## src/rtl/strided_nd_address_generator_top_defines.svh

```systemverilog
// Assertion macros shared by the address generator RTL.
`ifndef STRIDED_ND_ADDRESS_GENERATOR_TOP_DEFINES_SVH
`define STRIDED_ND_ADDRESS_GENERATOR_TOP_DEFINES_SVH

`ifndef SYNTHESIS
// Check a property on every clock edge outside reset.
`define SNDAG_ASSERT(lbl, clk, rst_n, prop, msg) \
  lbl: assert property (@(posedge clk) disable iff (!rst_n) prop) else $error(msg);
// Check a property on every clock edge, reset included.
`define SNDAG_ASSERT_ALWAYS(lbl, clk, prop, msg) \
  lbl: assert property (@(posedge clk) prop) else $error(msg);
`else
`define SNDAG_ASSERT(lbl, clk, rst_n, prop, msg)
`define SNDAG_ASSERT_ALWAYS(lbl, clk, prop, msg)
`endif

`endif

```

## src/rtl/sndag_pkg.sv

```systemverilog
`timescale 1ns / 1ps

package sndag_pkg;

  localparam int NDim       = 4;
  localparam int DimsDefault = 4;

  localparam int SizeW   = 16;
  localparam int StrideW = 24;
  localparam int ProdW   = SizeW + StrideW;
  localparam int OffsetW = 42;
  localparam int CfgIdxW = 4;
  localparam int CfgDataW = StrideW;

  typedef logic [SizeW-1:0]   idx_t;
  typedef logic [StrideW-1:0] stride_t;
  typedef logic [OffsetW-1:0] offset_t;
  typedef idx_t    [NDim-1:0] idx_vec_t;
  typedef stride_t [NDim-1:0] stride_vec_t;

  // Register indexes of the configuration port.
  localparam logic [CfgIdxW-1:0] RegSizeDim0   = 4'd0;
  localparam logic [CfgIdxW-1:0] RegSizeDim1   = 4'd1;
  localparam logic [CfgIdxW-1:0] RegSizeDim2   = 4'd2;
  localparam logic [CfgIdxW-1:0] RegSizeDim3   = 4'd3;
  localparam logic [CfgIdxW-1:0] RegStrideDim0 = 4'd4;
  localparam logic [CfgIdxW-1:0] RegStrideDim1 = 4'd5;
  localparam logic [CfgIdxW-1:0] RegStrideDim2 = 4'd6;
  localparam logic [CfgIdxW-1:0] RegStrideDim3 = 4'd7;

  localparam idx_t    SizeReset        = 16'd1;
  localparam stride_t StrideReset      = 24'd0;
  localparam stride_t StrideInnerReset = 24'd1;

  // One walk position as handed from the odometer to the offset pipeline.
  typedef struct packed {
    idx_vec_t idx;
    logic     last;
  } step_t;

endpackage

```

## src/rtl/sndag_if.sv

```systemverilog
`timescale 1ns / 1ps

interface sndag_in_if
  import sndag_pkg::*;
();
  logic valid;
  logic ready;
  logic restart;

  modport source (output valid, output restart, input ready);
  modport sink   (input valid, input restart, output ready);
endinterface

interface sndag_out_if
  import sndag_pkg::*;
();
  logic    valid;
  logic    ready;
  offset_t offset;
  idx_t    index_0;
  idx_t    index_1;
  idx_t    index_2;
  idx_t    index_3;
  logic    last_of_run;

  modport source (output valid, output offset, output index_0, output index_1,
                  output index_2, output index_3, output last_of_run, input ready);
  modport sink   (input valid, input offset, input index_0, input index_1,
                  input index_2, input index_3, input last_of_run, output ready);
endinterface

```

## src/rtl/sndag_odometer.sv

```systemverilog
`timescale 1ns / 1ps
`include "strided_nd_address_generator_top_defines.svh"

module sndag_odometer
  import sndag_pkg::*;
#(
  parameter int Dims = DimsDefault
) (
  input  logic     clk_i,
  input  logic     rst_ni,
  input  logic     accept_i,
  input  logic     restart_i,
  input  idx_vec_t size_i,
  output step_t    step_o
);

  localparam int FirstActive = NDim - Dims;

  idx_vec_t         pos_q, pos_d;
  idx_vec_t         pos_eff;
  logic [NDim-1:0]  at_end;
  logic             carry;

  always_comb begin
    for (int d = 0; d < NDim; d++) begin
      pos_eff[d] = (restart_i || d < FirstActive) ? '0 : pos_q[d];
      // A size of zero behaves as one; an index past the extent counts as finished.
      at_end[d]  = (d < FirstActive) ||
                   (({1'b0, pos_eff[d]} + {{SizeW{1'b0}}, 1'b1}) >= {1'b0, size_i[d]});
    end
  end

  // Odometer advance, innermost first.
  always_comb begin
    carry = 1'b1;
    for (int d = NDim - 1; d >= 0; d--) begin
      if (d < FirstActive) begin
        pos_d[d] = '0;
      end else if (carry) begin
        if (at_end[d]) begin
          pos_d[d] = '0;
        end else begin
          pos_d[d] = pos_eff[d] + idx_t'(1);
          carry    = 1'b0;
        end
      end else begin
        pos_d[d] = pos_eff[d];
      end
    end
  end

  always_ff @(posedge clk_i or negedge rst_ni) begin
    if (!rst_ni) begin
      pos_q <= '0;
    end else if (accept_i) begin
      pos_q <= pos_d;
    end
  end

  assign step_o.idx  = pos_eff;
  assign step_o.last = &at_end;

  `SNDAG_ASSERT(a_wrap_after_last, clk_i, rst_ni, accept_i && step_o.last |=> pos_q == '0, "walk did not wrap after last element")
  `SNDAG_ASSERT(a_advance, clk_i, rst_ni, accept_i && !step_o.last |=> pos_q != $past(pos_eff), "walk did not advance")
  `SNDAG_ASSERT_ALWAYS(a_outer_idle, clk_i, (Dims == NDim) || (pos_q[0] == '0), "inactive dimension moved")

endmodule

```

## src/rtl/sndag_offset_pipe.sv

```systemverilog
`timescale 1ns / 1ps
`include "strided_nd_address_generator_top_defines.svh"

module sndag_offset_pipe
  import sndag_pkg::*;
(
  input  logic        clk_i,
  input  logic        rst_ni,
  input  logic        valid_i,
  output logic        ready_o,
  input  step_t       step_i,
  input  stride_vec_t stride_i,
  output logic        valid_o,
  input  logic        ready_i,
  output step_t       step_o,
  output offset_t     offset_o
);

  localparam int PairW = ProdW + 1;

  logic in_v_q, out_v_q;
  logic en_in, en_out;

  step_t            in_step_q, out_step_q;
  logic [ProdW-1:0] prod [NDim];
  logic [PairW-1:0] pair_hi, pair_lo;
  offset_t          sum;
  offset_t          offset_q;

  // A stage moves when it is empty or the one after it moves.
  assign en_out  = !out_v_q || ready_i;
  assign en_in   = !in_v_q || en_out;
  assign ready_o = en_in;

  always_comb begin
    for (int d = 0; d < NDim; d++) begin
      prod[d] = ProdW'(in_step_q.idx[d]) * ProdW'(stride_i[d]);
    end
    pair_hi = {1'b0, prod[0]} + {1'b0, prod[1]};
    pair_lo = {1'b0, prod[2]} + {1'b0, prod[3]};
    sum     = OffsetW'({1'b0, pair_hi} + {1'b0, pair_lo});
  end

  always_ff @(posedge clk_i or negedge rst_ni) begin
    if (!rst_ni) begin
      in_v_q  <= 1'b0;
      out_v_q <= 1'b0;
    end else begin
      if (en_in)  in_v_q  <= valid_i;
      if (en_out) out_v_q <= in_v_q;
    end
  end

  always_ff @(posedge clk_i) begin
    if (en_in) begin
      in_step_q <= step_i;
    end
    if (en_out) begin
      out_step_q <= in_step_q;
      offset_q   <= sum;
    end
  end

  assign valid_o  = out_v_q;
  assign step_o   = out_step_q;
  assign offset_o = offset_q;

  `SNDAG_ASSERT(a_stall_only_when_full, clk_i, rst_ni, !ready_o |-> (out_v_q && !ready_i), "input stalled with room in pipe")
  `SNDAG_ASSERT(a_no_loss, clk_i, rst_ni, out_v_q && !ready_i |=> out_v_q && $stable(offset_q), "held result lost")

endmodule

```

## src/rtl/strided_nd_address_generator_top.sv

```systemverilog
// Strided N-dimensional address generator.
// Each item taken on in_i (field restart) yields exactly one item on out_o:
// the current per-dimension indices (index_0 outermost), the element offset
// sum(index * stride) modulo 2^42, and last_of_run on the final element of
// the walk, after which the walk wraps to all-zero. restart = 1 zeroes the
// walk before the item is formed.
// Sizes and strides are written on the cfg_we_i / cfg_idx_i / cfg_data_i port
// (indexes 0..3 sizes, 4..7 strides, others ignored); the user writes them only
// while no item is in flight, which the block itself does not enforce.
// Only the innermost Dims dimensions walk; the others stay at index 0.
// An accepted item lands in the input register; then the four 16x24 products
// are summed into the result register, which drives out_o.valid.
// Throughput is one item per cycle while out_o.ready stays high; the odometer
// carry chain updates the position in the same cycle an item is accepted.
// When out_o.ready is low, the held result stays on out_o and one more item
// is taken into the input register before in_i.ready drops.
// Reset clears the walk position to zero, empties the pipeline and loads
// sizes of 1, strides of 0 and an innermost stride of 1.
`timescale 1ns / 1ps

module strided_nd_address_generator_top
  import sndag_pkg::*;
#(
  parameter int Dims = DimsDefault
) (
  input  logic                clk_i,
  input  logic                rst_ni,
  input  logic                cfg_we_i,
  input  logic [CfgIdxW-1:0]  cfg_idx_i,
  input  logic [CfgDataW-1:0] cfg_data_i,
  sndag_in_if.sink            in_i,
  sndag_out_if.source         out_o
);

  idx_vec_t    size_q;
  stride_vec_t stride_q;
  logic        accept;
  step_t       step_in, step_out;
  offset_t     offset;

  always_ff @(posedge clk_i or negedge rst_ni) begin
    if (!rst_ni) begin
      size_q      <= {NDim{SizeReset}};
      stride_q    <= {StrideInnerReset, {(NDim-1){StrideReset}}};
    end else if (cfg_we_i) begin
      unique case (cfg_idx_i)
        RegSizeDim0:   size_q[0]   <= cfg_data_i[SizeW-1:0];
        RegSizeDim1:   size_q[1]   <= cfg_data_i[SizeW-1:0];
        RegSizeDim2:   size_q[2]   <= cfg_data_i[SizeW-1:0];
        RegSizeDim3:   size_q[3]   <= cfg_data_i[SizeW-1:0];
        RegStrideDim0: stride_q[0] <= cfg_data_i;
        RegStrideDim1: stride_q[1] <= cfg_data_i;
        RegStrideDim2: stride_q[2] <= cfg_data_i;
        RegStrideDim3: stride_q[3] <= cfg_data_i;
        default: ;
      endcase
    end
  end

  assign accept = in_i.valid && in_i.ready;

  sndag_odometer #(
    .Dims (Dims)
  ) u_odometer (
    .clk_i     (clk_i),
    .rst_ni    (rst_ni),
    .accept_i  (accept),
    .restart_i (in_i.restart),
    .size_i    (size_q),
    .step_o    (step_in)
  );

  sndag_offset_pipe u_offset_pipe (
    .clk_i    (clk_i),
    .rst_ni   (rst_ni),
    .valid_i  (in_i.valid),
    .ready_o  (in_i.ready),
    .step_i   (step_in),
    .stride_i (stride_q),
    .valid_o  (out_o.valid),
    .ready_i  (out_o.ready),
    .step_o   (step_out),
    .offset_o (offset)
  );

  assign out_o.offset      = offset;
  assign out_o.index_0     = step_out.idx[0];
  assign out_o.index_1     = step_out.idx[1];
  assign out_o.index_2     = step_out.idx[2];
  assign out_o.index_3     = step_out.idx[3];
  assign out_o.last_of_run = step_out.last;

endmodule

```

## src/flat_wrapper.sv

```systemverilog
// flat-port wrapper written by rule: the top's interface ports become plain ports
module strided_nd_address_generator_top_flat import sndag_pkg::*;
#(
  parameter int Dims = DimsDefault
)
  (clk_i, rst_ni, cfg_we_i, cfg_idx_i, cfg_data_i, in_i_valid, in_i_restart, in_i_ready, out_o_valid, out_o_offset, out_o_index_0, out_o_index_1, out_o_index_2, out_o_index_3, out_o_last_of_run, out_o_ready);
  sndag_in_if in_i_i ();
  sndag_out_if out_o_i ();
  input  logic clk_i;
  input  logic rst_ni;
  input  logic cfg_we_i;
  input  logic [CfgIdxW-1:0] cfg_idx_i;
  input  logic [CfgDataW-1:0] cfg_data_i;
  input wire logic [$bits(in_i_i.valid)-1:0] in_i_valid;
  input wire logic [$bits(in_i_i.restart)-1:0] in_i_restart;
  output wire logic [$bits(in_i_i.ready)-1:0] in_i_ready;
  output wire logic [$bits(out_o_i.valid)-1:0] out_o_valid;
  output wire logic [$bits(out_o_i.offset)-1:0] out_o_offset;
  output wire logic [$bits(out_o_i.index_0)-1:0] out_o_index_0;
  output wire logic [$bits(out_o_i.index_1)-1:0] out_o_index_1;
  output wire logic [$bits(out_o_i.index_2)-1:0] out_o_index_2;
  output wire logic [$bits(out_o_i.index_3)-1:0] out_o_index_3;
  output wire logic [$bits(out_o_i.last_of_run)-1:0] out_o_last_of_run;
  input wire logic [$bits(out_o_i.ready)-1:0] out_o_ready;
  assign in_i_i.valid = in_i_valid;
  assign in_i_i.restart = in_i_restart;
  assign in_i_ready = in_i_i.ready;
  assign out_o_valid = out_o_i.valid;
  assign out_o_offset = out_o_i.offset;
  assign out_o_index_0 = out_o_i.index_0;
  assign out_o_index_1 = out_o_i.index_1;
  assign out_o_index_2 = out_o_i.index_2;
  assign out_o_index_3 = out_o_i.index_3;
  assign out_o_last_of_run = out_o_i.last_of_run;
  assign out_o_i.ready = out_o_ready;
  strided_nd_address_generator_top #(.Dims(Dims)) u_core (.clk_i(clk_i), .rst_ni(rst_ni), .cfg_we_i(cfg_we_i), .cfg_idx_i(cfg_idx_i), .cfg_data_i(cfg_data_i), .in_i(in_i_i), .out_o(out_o_i));
endmodule
```

## config.mk

```make
export PLATFORM = sky130hd
export DESIGN_NAME = strided_nd_address_generator_top_flat
export DESIGN_NICKNAME = d
export VERILOG_FILES = /design/src/rtl/sndag_pkg.sv /design/src/rtl/sndag_if.sv /design/src/rtl/sndag_odometer.sv /design/src/rtl/sndag_offset_pipe.sv /design/src/rtl/strided_nd_address_generator_top.sv /design/src/flat_wrapper.sv
export VERILOG_INCLUDE_DIRS = /design/src /design/src/rtl
export SDC_FILE = /design/constraint.sdc
export NUM_CORES = 2
export LEC_CHECK = 0
export BUFFER_PORTS_ARGS = -buffer_cell sky130_fd_sc_hd__buf_2
export CORE_UTILIZATION = 30
export DETAILED_ROUTE_END_ITERATION = 16
export PLACE_DENSITY = 0.5
export SYNTH_ARGS = -nofsm -noshare
export SYNTH_HDL_FRONTEND = slang
export SYNTH_SLANG_ARGS = --single-unit
```

## constraint.sdc

```tcl
create_clock -name clk_i -period 25.6 [get_ports clk_i]
set_input_delay 3.84 -clock clk_i [delete_from_list [all_inputs] [get_ports clk_i]]
set_output_delay 3.84 -clock clk_i [all_outputs]
set_load 0.005 [all_outputs]
```

After elaboration in Yosys (flattened, before gate mapping)
Index checks and enable logic that the tools add are counted.
{"block": "op_classes", "addsub": 11, "mul": 4, "muxes": 16, "n_reduce_logical": 15, "n_lt_le_gt_ge": 4, "n_eq_ne": 7}
{"operator": "$mux W16", "n": 11}
{"operator": "$mul A16 B24 Y40", "n": 4}
{"operator": "$add A40 B40 Y41", "n": 2}
{"operator": "$add A16 B1 Y17 const B", "n": 4}
{"operator": "$ge A17 B16 Y1", "n": 4}
{"operator": "$add A16 B1 Y16 const B", "n": 4}
{"operator": "$add A41 B41 Y42", "n": 1}
{"operator": "$eq A4 B3 Y1 const B", "n": 4}
{"operator": "$reduce_and A2 Y1", "n": 8}
{"operator": "$eq A4 B2 Y1 const B", "n": 2}
{"operator": "$mux W1", "n": 5}
{"operator": "$eq A4 B1 Y1 const B", "n": 1}
{"operator": "$logic_not A4 Y1", "n": 1}
{"operator": "$reduce_and A4 Y1", "n": 1}
{"operator": "$logic_not A1 Y1", "n": 2}
{"operator": "$logic_or A1 B1 Y1", "n": 2}
{"operator": "$logic_and A1 B1 Y1", "n": 1}
{"block": "word_totals", "word_cells": 82, "ff_bits": 398, "inputBits": 34}

Longest topological paths before layout
{"block": "depth", "ltp_word": 7, "depth_mapped": 30, "ltp_nobuf": 29}

Hierarchy
From an unflattened synthesis, not the netlist that was laid out.
{"block": "hier_totals", "hier_cells": 6718, "area_unflattened_um2": 67044.3}
{"mod": "sndag_offset_pipe", "area_per_inst_um2": 54916.4, "n_inst": 1, "cells_each": 5600, "seq_area_each_um2": 5215.0}
{"mod": "sndag_odometer", "area_per_inst_um2": 6137.1, "n_inst": 1, "cells_each": 769, "seq_area_each_um2": 1601.5}
{"mod": "strided_nd_address_generator_top", "area_per_inst_um2": 5990.7, "n_inst": 1, "cells_each": 349, "seq_area_each_um2": 4010.1}

Least setup slack after synthesis
No wires, ideal clock.
{"block": "synth_path", "path_type": "input-to-output", "start": "input out_o_ready", "end": "output in_i_ready", "cell_stages": 1, "n_path_buf": 0, "arrival_time_ps": 5440, "slack_ps": 16320, "required_ps": 21760, "path_cell_list": "nand3b_1"}
{"block": "synth_via", "elab_chain_cells": 2}
{"element": "start: declaration", "line": "flat_wrapper.sv:24", "text": "input wire logic [$bits(out_o_i.ready)-1:0] out_o_ready;"}
{"element": "$logic_or A1 B1 Y1", "line": "sndag_offset_pipe.sv:31", "text": "assign en_out = !out_v_q || ready_i;"}
{"element": "$logic_or A1 B1 Y1", "line": "sndag_offset_pipe.sv:32", "text": "assign en_in = !in_v_q || en_out;"}
{"element": "end: declaration", "line": "flat_wrapper.sv:16", "text": "output wire logic [$bits(in_i_i.ready)-1:0] in_i_ready;"}
No other way between the ends.

Worst setup path after layout
{"block": "layout_path", "start": "register u_core.u_offset_pipe.in_step_q[33] in the netlist's numbering", "end": "register u_core.u_offset_pipe.offset_q[35], in the netlist u_core.u_offset_pipe.offset_o[35] (data pin)"}
{"block": "layout_via", "elab_chain_cells": 3}
{"element": "start: declaration", "line": "sndag_offset_pipe.sv:24", "text": "step_t in_step_q, out_step_q;"}
{"element": "start signal: assignment", "line": "sndag_offset_pipe.sv:56", "text": "in_step_q <= step_i;"}
{"element": "$mul A16 B24 Y40", "line": "sndag_offset_pipe.sv:37", "text": "prod[d] = ProdW'(in_step_q.idx[d]) * ProdW'(stride_i[d]);"}
{"element": "$add A40 B40 Y41", "line": "sndag_offset_pipe.sv:40", "text": "pair_lo = {1'b0, prod[2]} + {1'b0, prod[3]};"}
{"element": "$add A41 B41 Y42", "line": "sndag_offset_pipe.sv:41", "text": "sum = OffsetW'({1'b0, pair_hi} + {1'b0, pair_lo});"}
{"element": "net u_core.u_offset_pipe.sum[35]", "line": "sndag_offset_pipe.sv:27", "text": "offset_t sum;"}
{"element": "end signal: assignment", "line": "sndag_offset_pipe.sv:60", "text": "offset_q <= sum;"}
{"element": "end: declaration", "line": "sndag_offset_pipe.sv:28", "text": "offset_t offset_q;"}
The timed path passes the listed nets, and every way through them passes these cells.
A chain may end at the register's enable or synchronous reset.

==> impl_metrics.ini <==
[synth]
yosysWarnings = 0
post-synth-top-count-cell = inv_1
synthTopCellsByArea = fa_1 (44%), inv_1 (8.9%), dfrtp_1 (8.3%)
yosysTopAreaCell = fa_1
synth_top_area_share_pct = 43.8
yosys-top-cells-count = inv_1 (1574), fa_1 (1459), nand2_1 (944)
syn_nets = 8575
synth_flop_cell = dfrtp_1
synthCells = 6646
synth_edf_count = 172
netlist-cell-type-count = 87
ys_ff_latch = 398
syn_area_um2 = 66700
syn_area_per_cell_um2 = 10.0
ys_async_sr_fraction_pct = 56.8
yosysSeqAreaShare_pct = 16.2

[finish]
post-route-util_pct = 33.0
area_growth_pct = 8.86
layout-drive-gt1-share_pct = 7.57
finalNetCount = 8584
n_fill_cell = 22900

[outcome]
status = finished, final reports clean

[global_routing]
grtUsageTotal_pct = 17.7
grt-ovfl-total = 0
grt_pass1_wl_mm = 300
antenna_found_initial = 11
grt_max_degree = 81
grt_pass1_vias = 48600

[critical_path]
crit_required_ps = 26010
path_class = reg2reg
rrSetupSlack_ps = 16030
cp.arrival_ps = 9980
r2r-end = u_core.u_offset_pipe.offset_o[35]
r2r-start = u_core.u_offset_pipe.in_step_q[33]
r2r_cells = 29
cp-startpoint = u_core.u_offset_pipe.in_step_q[33]
worstSetupEndpoint = u_core.u_offset_pipe.offset_o[35]
max_stage_delay_ps = 1200
crit_slowest_cell = edfxtp_1
start_kind = register
end_kind = register
worstPathMaxFanout = 25

[worst_hold_path]
hp-class = reg2reg

[timing]
setup_viol = 0
fin_skew_ps = 33.5
setup_slack_ps = 16030
fmax_mhz = 104
slew_headroom_pct = 10.5
finalHoldViolCount = 0
tns_ps = 0
slew_viol_final = 0
rsz0062_at_grt = no
hold_ws_ps = 469
min_period_over_period_pct = 37.4
worst_slew_pin_slew_ps = 1340
finalCriticalPeriod_ps = 9570

[run]
max-cap-violations = 0

[routing]
drt_wl_total_mm = 192
drt_iter0_markers = 2625
postRouteAntennaNets = 0
dr.pass1.iters = 7
vias_per_cell = 4.63
drcViolationCount = 0
wl_per_cell_um = 19.9
vias = 44700

[clocking]
cts_tree = yes
path_clk_slew_ps = 70
cts_hold_buf = 0
post_cts_buffers = 0
cts_max_path_buffers = 3
worstSkewPairLatency_ps = 690
htreeDepth = 2
cts_sinks = 398
cts_made_buffers = 52
cts_root_buf = clkbuf_16
cts_resized = 0

[floorplan]
die_x_um = 474
coreArea_um2 = 220000
die-area_um2 = 224000
initial_core_util_pct = 30.3
ios = 143
die_height_um = 474
rows = 172

[placed_design]
hpwl_mm = 158
port_buffers = 142
preCtsSetupSlack_ps = 16070
place_congestion = 0.828
-- cells by family after synthesis --
group	Yosys count	synth area share (%)
simple gates	1954	14.6
mux	149	2.51
fa+ha+maj	1895	51.9
xor+xnor	86	1.13
buf+inv	1860	10.5
compound gates	304	3.12
flops	398	16.2
-- flip-flops by register name (all words and copies together), names as in the netlist --
| name | count |
|---|---|
| u_core.stride_q | 96 |
| u_core.u_offset_pipe.in_step_q | 65 |
| u_core.u_offset_pipe.step_o | 65 |
| u_core.size_q | 64 |
| u_core.u_odometer.pos_q | 64 |
| u_core.u_offset_pipe.offset_o | 42 |
| u_core.u_offset_pipe.in_v_q | 1 |
| u_core.u_offset_pipe.valid_o | 1 |
-- worst max-delay path: cells and delay by family, from the launching register on --
kind | cells | cell delay [ps]
buffers and inverters | 9 | 430
and+or+nand+nor | 3 | 810
DFF | 1 | 1200
adders and majority gates | 11 | 5150
AOI/OAI and AO/OA | 6 | 1630
-- per-layer routing --
layer / up-vias / track usage [%] / part of all wire, %
met2: 1075 / 31.3 / 51
li1: 19700 / - / -
met1: 23800 / 22.4 / 41
met5: - / 0 / 0
met3: 228 / 1.99 / 4.6
met4: 0 / 5.98 / 3.7
-- layout by cell type (no fill, tap or decap), types with 41 or more instances in the layout --
cell	synthesis	layout
inv_1	1574	1574
fa_1	1459	1459
nand2_1	944	943
and2_1	705	705
ha_1	436	436
dfrtp_1	221	221
edfxtp_1	172	172
mux2_2	147	147
buf_2	8	141
buf_4	0	99
o21ai_0	76	76
nor2_1	72	71
a21oi_1	61	61
nor2b_1	57	57
clkbuf_16	0	52
xnor2_1	45	45
nand3_1	43	43
xor2_1	41	41
-- layout make-up --
| type | instances | area (um2) | share of cell area (%) |
|---|---|---|---|
| Clock buffer | 62 | 1360 | 1.87 |
| Sequential cell | 398 | 10800 | 14.9 |
| Multi-Input combinational cell | 4388 | 48900 | 67.3 |
| Timing Repair Buffer | 241 | 1460 | 2.02 |
| Clock inverter | 36 | 455 | 0.627 |
| Antenna cell | 6 | 15.0 | 0.0207 |
| Inverter | 1574 | 5910 | 8.13 |
| Tap cell | 2958 | 3700 | 5.09 |
-- how the worst min path moves through the flow --
stage | from | endpoint | slack [ps] | depth (start not counted)
after floorplan | u_core.u_offset_pipe.in_step_q[0] | u_core.u_offset_pipe.step_o[0] | 400 | 0
after global placement | u_core.u_offset_pipe.in_step_q[40] | u_core.u_offset_pipe.step_o[40] | 440 | 0
after detailed placement | u_core.u_offset_pipe.in_step_q[0] | u_core.u_offset_pipe.step_o[0] | 440 | 0
after CTS | u_core.u_offset_pipe.in_v_q | u_core.u_offset_pipe.valid_o | 470 | 1
after global routing | u_core.u_offset_pipe.in_step_q[40] | u_core.u_offset_pipe.step_o[40] | 490 | 0
final | u_core.u_offset_pipe.in_step_q[0] | u_core.u_offset_pipe.step_o[0] | 470 | 0
-- metrics by stage --
stage                     std cells  area [um2]
after CTS                      9657       72600
after global placement         9559       70800
final                          9663       72600
after detailed placement       9559       70800
after floorplan                6646       66700
after global routing           9658       72600
Power is not shown: default switching activity piles up to over one toggle a cycle in this logic, so the estimate is an artifact.
